[src/rtl/core/assert_macros.svh]
`ifndef ASSERT_MACROS_SVH
`define ASSERT_MACROS_SVH

// same-cycle implication on clk, disabled in reset
`define SQA_ASSERT_IMPL(lbl, ante, cons) \
  lbl: assert property (@(posedge clk) disable iff (!rst_n) (ante) |-> (cons)) \
    else $error("assertion failed");

// next-cycle implication on clk, disabled in reset
`define SQA_ASSERT_NEXT(lbl, ante, cons) \
  lbl: assert property (@(posedge clk) disable iff (!rst_n) (ante) |=> (cons)) \
    else $error("assertion failed");

`endif

[src/rtl/core/sqa_pkg.sv]
package sqa_pkg;

  typedef logic [2:0] cfg_idx_t;

  localparam cfg_idx_t CFG_SCALE_MASK    = 3'd0;
  localparam cfg_idx_t CFG_SEMI_RANGE    = 3'd1;
  localparam cfg_idx_t CFG_SEMI_DIR      = 3'd2;
  localparam cfg_idx_t CFG_SEMI_CHANCE   = 3'd3;
  localparam cfg_idx_t CFG_OCT_RANGE     = 3'd4;
  localparam cfg_idx_t CFG_OCT_CHANCE    = 3'd5;
  localparam cfg_idx_t CFG_OCT_BOTH_WAYS = 3'd6;

  localparam logic [11:0] SCALE_MASK_RESET = 12'd2741;

  typedef enum logic [1:0] {
    DIR_DOWN   = 2'd0,
    DIR_BOUNCE = 2'd1,
    DIR_UP     = 2'd2,
    DIR_RANDOM = 2'd3
  } dir_t;

  typedef struct packed {
    logic [4:0] range;
    dir_t       dir;
    logic [6:0] chance;
  } arp_cfg_t;

  // roll hits when roll*100 < chance*65536
  function automatic logic roll_hit(input logic [15:0] roll, input logic [6:0] chance);
    logic [22:0] scaled;
    scaled = {7'd0, roll} * 23'd100;
    return scaled < {chance, 16'd0};
  endfunction

endpackage

[src/rtl/core/sqa_arp.sv]
`include "assert_macros.svh"

module sqa_arp
  import sqa_pkg::*;
(
  input  logic        clk,
  input  logic        rst_n,
  input  arp_cfg_t    cfg,
  input  logic        adv,
  input  logic [6:0]  note,
  input  logic [15:0] roll,
  input  logic [15:0] draw,
  output logic [7:0]  note_sum
);

  logic [4:0]  step_r, step_nxt;
  logic        rising_r, rising_nxt;
  logic        hit;
  logic [5:0]  s_inc;
  logic [5:0]  range_p1;
  logic [21:0] rand_prod;

  assign hit       = (cfg.range != 5'd0) && (cfg.chance != 7'd0) && roll_hit(roll, cfg.chance);
  assign s_inc     = {1'b0, step_r} + 6'd1;
  assign range_p1  = {1'b0, cfg.range} + 6'd1;
  assign rand_prod = {6'd0, draw} * {16'd0, range_p1};

  always_comb begin
    step_nxt   = step_r;
    rising_nxt = rising_r;
    if (hit) begin
      unique case (cfg.dir)
        DIR_DOWN: begin
          step_nxt = (step_r == 5'd0) ? cfg.range : step_r - 5'd1;
        end
        DIR_BOUNCE: begin
          if (rising_r) begin
            if (s_inc >= {1'b0, cfg.range}) begin
              step_nxt   = cfg.range;
              rising_nxt = 1'b0;
            end else begin
              step_nxt = s_inc[4:0];
            end
          end else begin
            if (step_r <= 5'd1) begin
              step_nxt   = 5'd0;
              rising_nxt = 1'b1;
            end else begin
              step_nxt = step_r - 5'd1;
            end
          end
        end
        DIR_UP: begin
          step_nxt = (s_inc > {1'b0, cfg.range}) ? 5'd0 : s_inc[4:0];
        end
        DIR_RANDOM: begin
          step_nxt = rand_prod[20:16];
        end
        default: begin
          step_nxt = step_r;
        end
      endcase
    end
  end

  assign note_sum = hit ? ({1'b0, note} + {3'd0, step_nxt}) : {1'b0, note};

  always_ff @(posedge clk) begin
    if (!rst_n) begin
      step_r   <= 5'd0;
      rising_r <= 1'b1;
    end else if (adv) begin
      step_r   <= step_nxt;
      rising_r <= rising_nxt;
    end
  end

  `SQA_ASSERT_NEXT(a_step_holds_idle, !adv, $stable(step_r) && $stable(rising_r))
  `SQA_ASSERT_NEXT(a_rand_step_in_range, adv && hit && cfg.dir == DIR_RANDOM,
                   step_r <= $past(cfg.range))

endmodule

[src/rtl/core/sqa_quant.sv]
module sqa_quant
  import sqa_pkg::*;
(
  input  logic [7:0]        note,
  input  logic [11:0]       mask,
  input  logic signed [8:0] ofs,
  output logic [6:0]        note_out
);

  logic [15:0]       q_prod;
  logic [4:0]        q;
  logic [7:0]        base;
  logic [7:0]        diff;
  logic [3:0]        deg;
  logic [3:0]        best_d;
  logic [7:0]        qnote;
  logic signed [9:0] sum;

  // note / 12 by reciprocal, exact for every 8-bit note
  assign q_prod = {8'd0, note} * 16'd171;
  assign q      = q_prod[15:11];
  assign base   = {q[4:0], 3'd0} + {1'b0, q[4:0], 2'd0};
  assign diff   = note - base;
  assign deg    = diff[3:0];

  // nearest degree, smaller distance first, lower degree on a tie
  always_comb begin
    best_d = deg;
    for (int i = 11; i >= 1; i--) begin
      if ((int'(deg) + i <= 11) && mask[4'(int'(deg) + i)]) best_d = 4'(int'(deg) + i);
      if ((int'(deg) >= i) && mask[4'(int'(deg) - i)]) best_d = 4'(int'(deg) - i);
    end
  end

  assign qnote = (mask[deg] || mask == 12'd0) ? note : base + {4'd0, best_d};
  assign sum   = $signed({2'b00, qnote}) + 10'(ofs);

  always_comb begin
    if (sum < 10'sd0) begin
      note_out = 7'd0;
    end else if (sum > 10'sd127) begin
      note_out = 7'd127;
    end else begin
      note_out = sum[6:0];
    end
  end

endmodule

[src/rtl/core/scale_quantizer_with_arpeggio_core.sv]
// Scale quantizer with arpeggio: each transfer on the in_ channel yields exactly one note on
// the out_ channel, in order. A new note is taken every cycle while the output is being
// drained, and each note passes through three registers (input register, step register,
// result register); the rate is set by the arpeggio step and direction, which update once
// per note and feed the next note. Configuration writes on the cfg_ channel are always
// ready and take effect on the following cycle; indexes past the register list are
// ignored. No clearing pass is needed after reset.
`include "assert_macros.svh"

module scale_quantizer_with_arpeggio_core
  import sqa_pkg::*;
(
  input  logic        clk,
  input  logic        rst_n,
  input  logic        cfg_valid,
  output logic        cfg_ready,
  input  logic [2:0]  cfg_index,
  input  logic [15:0] cfg_data,
  input  logic        in_valid,
  output logic        in_ready,
  input  logic [6:0]  in_note_in,
  input  logic [15:0] in_semitone_roll,
  input  logic [15:0] in_step_draw,
  input  logic [15:0] in_octave_roll,
  input  logic [15:0] in_octave_draw,
  input  logic        in_octave_sign_draw,
  output logic        out_valid,
  input  logic        out_ready,
  output logic [6:0]  out_note_out
);

  logic [11:0] scale_mask_r;
  logic [4:0]  semi_range_r;
  dir_t        semi_dir_r;
  logic [6:0]  semi_chance_r;
  logic [3:0]  oct_range_r;
  logic [6:0]  oct_chance_r;
  logic        oct_both_r;

  logic        s1_v_r;
  logic [6:0]  s1_note_r;
  logic [15:0] s1_sroll_r;
  logic [15:0] s1_sdraw_r;
  logic [15:0] s1_oroll_r;
  logic [15:0] s1_odraw_r;
  logic        s1_osign_r;

  logic              s2_v_r;
  logic [7:0]        s2_note_r, s2_note_nxt;
  logic signed [8:0] s2_ofs_r, s2_ofs_nxt;

  logic        out_valid_r;
  logic [6:0]  out_note_r, out_note_nxt;

  logic        out_adv, s2_adv, s1_adv;
  arp_cfg_t    arp_cfg;
  logic        oct_hit;
  logic [19:0] oct_prod;
  logic [4:0]  oct_amt;
  logic [7:0]  oct_mag;

  assign cfg_ready = 1'b1;

  assign out_adv  = !out_valid_r || out_ready;
  assign s2_adv   = !s2_v_r || out_adv;
  assign s1_adv   = !s1_v_r || s2_adv;
  assign in_ready = s1_adv;

  assign out_valid    = out_valid_r;
  assign out_note_out = out_note_r;

  always_ff @(posedge clk) begin
    if (!rst_n) begin
      scale_mask_r  <= SCALE_MASK_RESET;
      semi_range_r  <= 5'd0;
      semi_dir_r    <= DIR_UP;
      semi_chance_r <= 7'd0;
      oct_range_r   <= 4'd0;
      oct_chance_r  <= 7'd0;
      oct_both_r    <= 1'b0;
    end else if (cfg_valid && cfg_ready) begin
      unique case (cfg_index)
        CFG_SCALE_MASK:    scale_mask_r  <= cfg_data[11:0];
        CFG_SEMI_RANGE:    semi_range_r  <= cfg_data[4:0];
        CFG_SEMI_DIR:      semi_dir_r    <= dir_t'(cfg_data[1:0]);
        CFG_SEMI_CHANCE:   semi_chance_r <= cfg_data[6:0];
        CFG_OCT_RANGE:     oct_range_r   <= cfg_data[3:0];
        CFG_OCT_CHANCE:    oct_chance_r  <= cfg_data[6:0];
        CFG_OCT_BOTH_WAYS: oct_both_r    <= cfg_data[0];
        default: begin
        end
      endcase
    end
  end

  assign arp_cfg.range  = semi_range_r;
  assign arp_cfg.dir    = semi_dir_r;
  assign arp_cfg.chance = semi_chance_r;

  sqa_arp u_arp (
    .clk      (clk),
    .rst_n    (rst_n),
    .cfg      (arp_cfg),
    .adv      (s1_v_r && s2_adv),
    .note     (s1_note_r),
    .roll     (s1_sroll_r),
    .draw     (s1_sdraw_r),
    .note_sum (s2_note_nxt)
  );

  // octave shift of 1..range octaves
  assign oct_hit  = (oct_range_r != 4'd0) && (oct_chance_r != 7'd0)
                    && roll_hit(s1_oroll_r, oct_chance_r);
  assign oct_prod = {4'd0, s1_odraw_r} * {16'd0, oct_range_r};
  assign oct_amt  = {1'b0, oct_prod[19:16]} + 5'd1;
  assign oct_mag  = {oct_amt, 3'd0} + {1'b0, oct_amt, 2'd0};

  always_comb begin
    if (!oct_hit) begin
      s2_ofs_nxt = 9'sd0;
    end else if (oct_both_r && s1_osign_r) begin
      s2_ofs_nxt = -$signed({1'b0, oct_mag});
    end else begin
      s2_ofs_nxt = $signed({1'b0, oct_mag});
    end
  end

  sqa_quant u_quant (
    .note     (s2_note_r),
    .mask     (scale_mask_r),
    .ofs      (s2_ofs_r),
    .note_out (out_note_nxt)
  );

  always_ff @(posedge clk) begin
    if (!rst_n) begin
      s1_v_r      <= 1'b0;
      s2_v_r      <= 1'b0;
      out_valid_r <= 1'b0;
    end else begin
      if (s1_adv) s1_v_r <= in_valid;
      if (s2_adv) s2_v_r <= s1_v_r;
      if (out_adv) out_valid_r <= s2_v_r;
    end
  end

  always_ff @(posedge clk) begin
    if (in_valid && s1_adv) begin
      s1_note_r  <= in_note_in;
      s1_sroll_r <= in_semitone_roll;
      s1_sdraw_r <= in_step_draw;
      s1_oroll_r <= in_octave_roll;
      s1_odraw_r <= in_octave_draw;
      s1_osign_r <= in_octave_sign_draw;
    end
    if (s1_v_r && s2_adv) begin
      s2_note_r <= s2_note_nxt;
      s2_ofs_r  <= s2_ofs_nxt;
    end
    if (s2_v_r && out_adv) begin
      out_note_r <= out_note_nxt;
    end
  end

  `SQA_ASSERT_IMPL(a_empty_output_takes_input, !out_valid_r, in_ready)
  `SQA_ASSERT_IMPL(a_result_from_mid_stage, $rose(out_valid_r), $past(s2_v_r))

endmodule
[config.mk]
export PLATFORM = sky130hd
export DESIGN_NAME = scale_quantizer_with_arpeggio_core
export DESIGN_NICKNAME = d
export VERILOG_FILES = /design/src/rtl/core/sqa_pkg.sv /design/src/rtl/core/sqa_arp.sv /design/src/rtl/core/sqa_quant.sv /design/src/rtl/core/scale_quantizer_with_arpeggio_core.sv
export VERILOG_INCLUDE_DIRS = /design/src /design/src/rtl/core
export SDC_FILE = /design/constraint.sdc
export NUM_CORES = 1
export LEC_CHECK = 0
export BUFFER_PORTS_ARGS = -buffer_cell sky130_fd_sc_hd__buf_4
export CAP_MARGIN = 20
export CORE_UTILIZATION = 30
export CTS_BUF_LIST = sky130_fd_sc_hd__clkbuf_4
export DETAILED_ROUTE_END_ITERATION = 7
export GPL_TIMING_DRIVEN = 0
export SYNTH_ARGS = -nofsm -noshare
export SYNTH_HDL_FRONTEND = slang
export SYNTH_HIERARCHICAL = 1
export SYNTH_SLANG_ARGS = --single-unit
[constraint.sdc]
create_clock -name clk -period 11 [get_ports clk]
set_input_delay 0.55 -clock clk [delete_from_list [all_inputs] [get_ports clk]]
set_output_delay 0.55 -clock clk [all_outputs]
set_load 0.01 [all_outputs]
* Word level (Yosys, flattened, before mapping)
Cells that the tools add are included.
** Storage, ports and cells
- Register bits after elaboration :: 143
- Input bits :: 96
- Output and inout bits :: 10
- Logic and storage cells :: 280
** Cells by class
- Add/subtract/negate cells :: 33
- Multiply operators :: 5
- Magnitude comparators :: 52
- Equality and inequality tests :: 9
- Multiplexer cells :: 104
- Reductions and logical operators :: 54
** Operators by type and width (number)
- less-or-equal comparator 32 x 5 -> 1 bit (second input constant) :: 11
- less-than comparator 4 x 6 -> 1 bit (second input constant) :: 22
- binary-select mux 1 bit (select 4 bit) :: 23
- two-way mux 4 bit :: 22
- two-way mux 1 bit :: 48
- less-than comparator 23 bit :: 2
- multiplier 16 x 5 -> 21 bit (second input constant) :: 2
- logical AND 1 bit :: 30
- two-way mux 5 bit :: 6
- multiplier 16 x 6 -> 21 bit :: 1
- adder 4 x 3 -> 5 bit (second input constant) :: 4
- adder 4 x 4 -> 5 bit (second input constant) :: 4
- multiplier 16 x 4 -> 20 bit :: 1
- case mux 5 bit (4 select lines) :: 1
- adder 8 x 7 -> 8 bit :: 2
- greater-or-equal comparator 4 x 3 -> 1 bit (second input constant) :: 4
- greater-or-equal comparator 4 bit (second input constant) :: 4
- multiplier 8 x 8 -> 16 bit (second input constant) :: 1
- two-way mux 8 bit :: 2
- AND reduction 2 bit :: 8
- subtractor 4 x 3 -> 4 bit (second input constant) :: 4
- subtractor 4 bit (second input constant) :: 4
- two-way mux 7 bit :: 2
- nonzero test 7 bit :: 2
- 33 further kinds :: 47

* Logic depth before layout (Yosys ltp)
Gate-level depths: netlist of the first run.
- Depth in word-level cells :: 35
- Mapped depth :: 43
- Mapped depth without buffers :: 39

* Modules after synthesis
The synthesis of the first run kept the hierarchy.
** By module, submodules not included
- scale_quantizer_with_arpeggio_core :: times used 1, cells an instance 693, area an instance 7872.6 um^2, seq. area each 3643.5 um^2
- sqa_arp :: times used 1, cells an instance 654, area an instance 5330.1 um^2, seq. area each 120.1 um^2
- sqa_quant :: times used 1, cells an instance 498, area an instance 3972.6 um^2, seq. area each 0.0 um^2

* Least setup slack after synthesis of the first run
Ideal clock, no wire load.
- Path kind :: flip-flop to flip-flop
- From :: reg s2_note_r[1]
- To :: reg out_note_r[0], in the netlist out_note_out[0] (data pin)
- Library setup time :: 0.269 ns
- Arrival :: 8.983 ns
- Required time :: 10.731 ns
- Path slack :: 1.748 ns
- Cell stages (with the launch flop) :: 41
- Buffers on the path :: 3
- Clock period less this slack :: 9.252 ns
- Cell sequence :: edfxtp_1 -> ha_1 -> fa_1 -> fa_1 -> inv_1 -> fa_1 -> inv_1 -> ha_1 -> a21o_1 -> a21o_1 -> a21oi_1 -> o21ai_0 -> a21o_1 -> xor2_1 -> ha_1 -> xor3_2 -> inv_4 -> buf_4 -> (+5 left out) -> o21ai_0 -> and2_1 -> nor2_1 -> o311ai_0 -> a2111oi_0 -> a21oi_1 -> ha_1 -> fa_1 -> mux2_2 -> ha_1 -> inv_1 -> o21bai_1 -> a21o_1 -> a21o_1 -> a211oi_1 -> xnor2_1 -> o21ai_1 -> a21oi_1
** On the way
- Longest elaborated chain between the ends :: 35
- Elaborated cells between the ends (all ways) :: 166
- Those cells by class :: add/sub (26); mul (1); order compare (24); mux (92); reduce/logical (23)
** Ends and longest elaborated chain
- start, declared :: line scale_quantizer_with_arpeggio_core.sv:49 : logic [7:0] s2_note_r, s2_note_nxt;
- start signal, assigned :: line scale_quantizer_with_arpeggio_core.sv:157 : s2_note_r <= s2_note_nxt;
- parallel branches: the longest is 31 deep, another holds less-or-equal comparator 32 x 5 -> 1 bit
- two-way mux 8 bit (*) :: line sqa_quant.sv:35 : assign qnote = (mask[deg] || mask == 12'd0) ? note : base + {4'd0, best_d};
- adder 9 x 9 -> 10 bit (*) :: line sqa_quant.sv:36 : assign sum = $signed({2'b00, qnote}) + 10'(ofs);
- greater-than comparator 10 x 8 -> 1 bit :: line sqa_quant.sv:41 : end else if (sum > 10'sd127) begin
- two-way mux 7 bit :: line sqa_quant.sv:41
- end signal, assigned :: line scale_quantizer_with_arpeggio_core.sv:161 : out_note_r <= out_note_nxt;
- end, declared :: line scale_quantizer_with_arpeggio_core.sv:53 : logic [6:0] out_note_r, out_note_nxt;
Every way passes the cells marked *. The select of a mux whose other input is x is not followed.
A chain may end at the register's enable or synchronous reset.

* Worst setup path after layout of the first run
- From :: reg s2_note_r[1]
- To :: reg out_note_r[3], in the netlist out_note_out[3] (data pin)
Same word-level chain as after synthesis.

==> summary.txt, run 1 <==
Logic synthesis
  – Post-synthesis cell count: between 1500 and 2000
  – Mapped cell area: 17200 um2
  – Syn_area_per_cell: between 9 and 10 um2
  – Top_reg_cell synth: edfxtp_1
  – Yosys Warn Count: 6
  – Post-synth EDFFs: between 90 and 100
  – Post-synth ARST share: 0
  – Register area share after synthesis: 0.219
  – Distinct cells, synth: 100
  – #FFs+latches synth: between 100 and 150

Setup path
  – CP most frequent cell: ha_1
  – CP max stage delay: between 0.5 and 0.6 ns
  – Maximum fanout along the worst path: 11
  – CP Launch Type: flip-flop
  – Critical-path top delay cell: fa_1
  – WP data arrival: about 11 ns
  – Kind of critical path: reg -> reg
  – CP required: ~11 ns
  – Worst Setup End Kind: flip-flop

Placement
  – Post-detail-place hpwl: 35.5 mm
  – Count of buffers from port buffering: 99
  – Placed Instance Area: 18900 um2
  – Final GP Congestion: between 0.9 and 1

Global routing
  – Total GRT Usage: 0.155
  – Vias in the first global route: 14100
  – Initial antenna violation count: 2
  – First-pass GRT wire length: approximately 71 mm
  – Largest net degree at the start of global routing: 30
  – Total congestion overflow: 0

Power and ir drop
  – Total power: a little over 5000 uW
  – Peak VDD IR: around 0.29 mV
  – P_int: 2430 uW
  – Sw Ratio: 0.525
  – Logic pwr share: 0.794
  – Clock Power Share: 0.072
  – LEAKAGE: 0.00907 uW
  – Switching pwr: 2680 uW
  – Flop pwr share: 0.134
  – Power Dens Cells: around 260 nW/um2

Timing
  – Crit path time final: just over 10 ns
  – FMAX: between 0.09 and 0.1 GHz
  – Slew @ Worst Pin: about 0.99 ns
  – Rel. slew slack: 0.339
  – Setup-failing EPs final: 0
  – Worst clock skew: roughly 0.038 ns
  – Setup TNS: 0 ns
  – RSZ-0062 raised after global routing: no
  – Final Hold Viols: 0
  – Final period utilization: 0.936
  – Slew Limit Fails: 0
  – Hold Slack: approximately 0.068 ns

Die
  – Initial Utilization: 0.304
  – Die width: between 200 and 250 um
  – Io pins: around 110
  – Die footprint: between 50000 and 60000 um2
  – Row cnt: 87
  – Die height: approximately 240 um
  – Core area: between 50000 and 60000 um2

Detailed routing
  – Post-route ant nets: 0
  – DRC viols: 0
  – WL final: ~43 mm
  – Vias per cell: 4.88
  – Wirelength per Cell: about 16 um
  – Vias: 13400
  – Initial DRC count: 585
  – First-pass iteration count of the detailed router: 5

Worst hold path
  – Worst hold path type: in -> reg

Clock network
  – CTS Buffer Depth: 2
  – Num Clock Sinks: approximately 140
  – Clk_lat worst skew: about 0.67 ns
  – TritonCTS clock tree: built
  – CTS H-tree lvls: 4
  – Clock buffer count from CTS: 17
  – Clock transition at path regs: around 0.15 ns
  – Root Driver: clkbuf_4

Finish
  – Area Overhead vs Synth: 13.0%
  – Commonest non-fill, non-tap cell in the layout: inv_1
  – Final nets: 2446
  – Share of layout cells above drive strength 1: 0.112
  – Most frequent cells in the layout: 301 x inv_1, 248 x ha_1, 140 x nand2_1, 119 x fa_1, 112 x buf_4
  – Final instance area: roughly 19000 um2

Status
  – Status: complete, no violations

Job
  – MaxCap Viol Count: 0
==> flip-flops by register name (all words and copies together), names as in the netlist, 4 cells and up <==
register       flops
s1_oroll_r        16
s1_sroll_r        16
s1_note_r          7
scale_mask_r      12
out_note_out       7
semi_range_r       5
u_arp/step_r       5
oct_chance_r       7
oct_range_r        4
s1_odraw_r        16
s1_sdraw_r        16
s2_note_r          8
semi_chance_r      7
s2_ofs_r           7
==> final timing paths <==
kind	startpoint	cells past startpoint	slack [ns]	to
min reg2reg	semi_dir_r[1]$_SDFFE_PN1P_	2	0.52	semi_dir_r[1]$_SDFFE_PN1P_
min	in_note_in[3]	1	0.07	s1_note_r[3]$_DFFE_PP_
max reg2reg	s2_note_r[1]$_DFFE_PP_	37	0.71	out_note_out[3]$_DFFE_PP_
max	s2_note_r[1]$_DFFE_PP_	37	0.71	out_note_out[3]$_DFFE_PP_
==> what timing repair did <==
item,4_1_cts,5_1_grt
endpoints found under the setup margin,0,7
hold buffers,8,0
endpoints found under the hold margin,8,0
resized for setup,0,10
setup buffers,0,9
==> per-layer routing <==
metal,track usage,routed length (um),vias to the layer above
li1,-,-,6585
met1,0.194,19500,6550
met2,0.274,21400,240
met3,0.0197,1410,53
met4,0.0506,814,2
met5,0,13,-
==> worst max-delay path, delay by kind of cell (launching register included) <==
kind | cells | cell delay (ns)
xor gates and xnor gates | 4 | 0.82
DFF | 1 | 0.49
AOI/OAI and AO/OA | 14 | 2.93
muxes | 2 | 0.61
adders and majority gates | 9 | 3.62
buffers and inverters | 6 | 1.03
and+or+nand+nor | 2 | 0.51
==> final cells by class <==
cell class | instances | area, um2
fillers | 5806 | 37100
diodes | 1 | 2.50
plain buffers | 46 | 219
repair buffers | 118 | 931
flip-flops and latches | 141 | 3760
clock buffers | 17 | 128
clock inverters | 15 | 160
multi-input cells | 1355 | 12100
inverters | 304 | 1150
well taps | 756 | 946
==> metrics by stage <==
stage,utilization,cells,setup slack (ns)
after floorplan,-,1847,1.75
after global placement,0.334,2702,0.0993
after detailed placement,0.335,2704,0.128
after CTS,0.342,2744,0.0449
after global routing,0.343,2753,0.0393
final,0.343,2753,0.707
==> power groups by stage <==
stage	sequential [uW]	combinational [uW]	clock (uW)
finish	685	4060	367
global placement	702	3910	0
global route	691	4550	400
floorplan	690	3000	0
CTS	688	3980	385
detailed placement	700	3940	0
==> synth_stat cells, drive strengths merged, types with 47 or more instances <==
library cell	number	area [um2]
edfxtp	94	2820
a21oi	79	399
o21ai	61	324
and2	88	551
ha	248	3100
nor2	62	233
nand2	140	526
inv	303	1140
dfxtp	47	941
nand3	51	265
nor2b	80	500
fa	119	2380
==> cells by family (layout without fill, tap and decap cells) <==
kind of cell    count (synthesis)  after routing  synth area share
flops                         141            141             0.219
buf+inv                       351            500            0.0795
mux                            69             69            0.0550
fa+ha+maj                     367            367             0.319
simple gates                  534            534             0.165
xor+xnor                       75             75            0.0414
other cells                     2              5          0.000437
compound gates                306            306             0.120
(Power assumes the default switching activity.)
==> run 2, diff against run 1 <==
--- a/config.mk
+++ b/config.mk
@@ -12,6 +12,7 @@
 export CTS_BUF_LIST = sky130_fd_sc_hd__clkbuf_4
 export DETAILED_ROUTE_END_ITERATION = 7
 export GPL_TIMING_DRIVEN = 0
+export PLACE_DENSITY_LB_ADDON = 0.2
 export SYNTH_ARGS = -nofsm -noshare
 export SYNTH_HDL_FRONTEND = slang
 export SYNTH_HIERARCHICAL = 1
==> run 2 against run 1 <==
Effect of this change:
- maximum frequency decreased by 2.3%
- critical path type unchanged
- global-route usage up 0.056 points
- clock-buffer cell count increased by 2
- die area did not move
- clock power about the same
==> summary.txt, run 2 (synthesis results as in run 1) <==
Detailed routing
  – Wire length on met2: 21.0 mm (-1.6%)
  – Vias: 13400 (-0.39%)
  – Met1 Wirelength: 19.4 mm (-0.49%)
  – DRC viols: 0 (unchanged)
  – WL final: 43.3 mm (+0.38%)
  – Vias per cell: 4.85 (-0.65%)
  – Initial DRC count: 765 (+31%)
  – First-pass iteration count of the detailed router: 5 (unchanged)
  – Met3 wire len: 1.95 mm (+38%)
  – Uppermost layer routed: met5
  – Wirelength per Cell: 15.7 um (+0.13%)
  – Post-route ant nets: 0 (unchanged)

Global routing
  – Total GRT Usage: 0.155 (+0.000564)
  – Vias in the first global route: 13800 (-2.2%)
  – Total congestion overflow: 0 (unchanged)
  – Largest net degree at the start of global routing: 27 (-10%)
  – First-pass GRT wire length: 71.0 mm (-0.22%)
  – Initial antenna violation count: 4 (+2)

Die
  – Die width: 241 um (unchanged)
  – Initial Utilization: 0.304 (unchanged)
  – Io pins: 106 (unchanged)
  – Row cnt: 87 (unchanged)
  – Core area: 56500 um2 (unchanged)
  – Die footprint: 58200 um2 (unchanged)
  – Die height: 241 um (unchanged)

Timing
  – Final Hold Viols: 0 (unchanged)
  – Final period utilization: 0.957 (+0.0218)
  – FMAX: 0.0949 GHz (-2.3%)
  – Setup-failing EPs final: 0 (unchanged)
  – Final Worst Setup Slack: 0.468 ns (-0.239 ns)
  – Worst clock skew: 0.0239 ns (-0.0140 ns)
  – Crit path time final: 10.53 ns (+0.239 ns)
  – Slew Limit Fails: 0 (unchanged)
  – Slew @ Worst Pin: 0.967 ns (-0.0185 ns)
  – Rel. slew slack: 0.354 (+0.0148)

Setup path
  – CP Buf/Inv Count: 8 (+2)
  – FF-to-FF path depth: 41 (+11%)
  – Crit path depth: 41 (+11%)
  – WP data arrival: 10.90 ns (+0.20 ns)
  – Worst Setup End Kind: flip-flop
  – CP most frequent cell: a21o_1
  – Reg-to-reg critical path startpoint: s2_note_r[1]$_DFFE_PP_
  – CP startpoint: s2_note_r[1]$_DFFE_PP_
  – Reg2reg setup slack: 0.47 ns (-0.24 ns)
  – Worst r2r dst: out_note_out[0]$_DFFE_PP_
  – CP required: 11.37 ns (-0.03 ns)
  – CP max stage delay: 0.55 ns (+0.03 ns)
  – Critical-path top delay cell: edfxtp_1
  – Maximum fanout along the worst path: 10 (-1)
  – Worst Setup EP: out_note_out[0]$_DFFE_PP_
  – Kind of critical path: reg -> reg
  – CP delay by family, top: adder cells
  – CP Launch Type: flip-flop

Finish
  – Share of layout cells above drive strength 1: 0.115 (+0.00260)
  – Most frequent cells in the layout: 301 x inv_1, 247 x ha_1, 140 x nand2_1, 119 x fa_1, 112 x buf_4
  – Core Util, Final: 0.345 (+0.00142)
  – Fill cells: 5884 (+1.3%)
  – Final instance area: 19500 um2 (+0.41%)
  – Final nets: 2453 (+0.29%)
  – Commonest non-fill, non-tap cell in the layout: inv_1
  – Area Overhead vs Synth: 13.4%

Clock network
  – Root Driver: clkbuf_4
  – Clock transition at path regs: 0.14 ns (about the same)
  – TritonCTS clock tree: built
  – Num Clock Sinks: 141 (unchanged)
  – Clk_lat worst skew: 0.64 ns (-0.03 ns)
  – CTS H-tree lvls: 4 (unchanged)
  – CTS Buffer Depth: 2 (unchanged)
  – Clock buffer count from CTS: 17 (unchanged)

Placement
  – Dpl ws: 0.252 ns (+0.123 ns)
  – Count of buffers from port buffering: 99 (unchanged)
  – Post-detail-place hpwl: 34.9 mm (-1.6%)
  – Final GP Congestion: 0.920 (-0.30%)
  – Placed Instance Area: 18900 um2 (about the same)

Power and ir drop
  – LEAKAGE: 0.00910 uW (+0.32%)
  – Peak VDD IR: 0.219 mV (-23%)
  – Power Dens Cells: 269 nW/um2 (+2.3%)

Worst hold path
  – Worst hold path type: in -> reg

Status
  – Status: complete, no violations

Job
  – MaxCap Viol Count: 0 (unchanged)
[run 2: cell types whose count changed in the layout (fill, tap and decap cells not counted), sizes merged]
cell         previous run  this run
dlygate4sd3             8        13
inv                   310       306
clkinv                  3         6
buf                   127       129
clkbuf                 46        48
clkinvlp                4         3
[run 2: power by group]
part           internal (uW)  switching (uW)
sequential               647            37.6
combinational           1680            2510
clock                    141             226
total                   2470            2780
[run 2: repair_timing]
action	CTS	global route
gates resized for setup	0	15
hold buffers	13	0
setup endpoints to repair	0	7
hold endpoints to repair	13	0
setup buffers	0	9
[run 2: cell type report]
class / instances / area [um2] / area share
diodes: 1 / 2.50 / 0.000128
plain buffers: 47 / 224 / 0.0115
clock buffers: 19 / 143 / 0.00732
clock inverters: 13 / 139 / 0.00713
inverters: 304 / 1150 / 0.0589
multi-input cells: 1355 / 12100 / 0.622
flip-flops and latches: 141 / 3760 / 0.193
well taps: 756 / 946 / 0.0486
repair buffers: 124 / 996 / 0.0511
[run 2: how the worst min path moves through the flow]
stage	startpoint	endpoint	slack [ns]	cells after the start
2_1_floorplan	semi_dir_r[1]$_SDFFE_PN1P_	semi_dir_r[1]$_SDFFE_PN1P_	0.45	2
4_1_cts	in_step_draw[8]	s1_sdraw_r[8]$_DFFE_PP_	0.0005	1
3_3_place_gp	semi_dir_r[1]$_SDFFE_PN1P_	semi_dir_r[1]$_SDFFE_PN1P_	0.49	2
6_report	in_semitone_roll[14]	s1_sroll_r[14]$_DFFE_PP_	0.08	1
3_5_place_dp	semi_range_r[2]$_SDFFE_PN0P_	semi_range_r[2]$_SDFFE_PN0P_	0.50	2
5_1_grt	in_semitone_roll[12]	s1_sroll_r[12]$_DFFE_PP_	0.02	1
[run 2: routing by layer]
layer,GRT usage,vias to the layer above
li1,-,6610
met1,0.196,6436
met2,0.267,268
met3,0.0297,57
met4,0.0455,6
met5,0,-
[run 2: through the flow]
step	total power, uW	instances	hold slack (ns)	setup TNS (ns)
3_5_place_dp	4690	2705	0.504	0
2_1_floorplan	3690	1847	0.453	0
5_1_grt	5770	2760	0.0169	-0.108
6_report	5250	2760	0.0788	0
4_1_cts	5100	2750	0.000546	0
3_3_place_gp	4690	2702	0.485	0
[run 2: worst reg2reg max path, delay by kind of cell (launching register included)]
kind                       cells  cell delay (ns)
AOI/OAI and AO/OA             19             3.41
xor gates and xnor gates       3             0.81
DFF                            1             0.55
muxes                          1             0.29
adders and majority gates     10             3.87
buffers and inverters          8             1.32
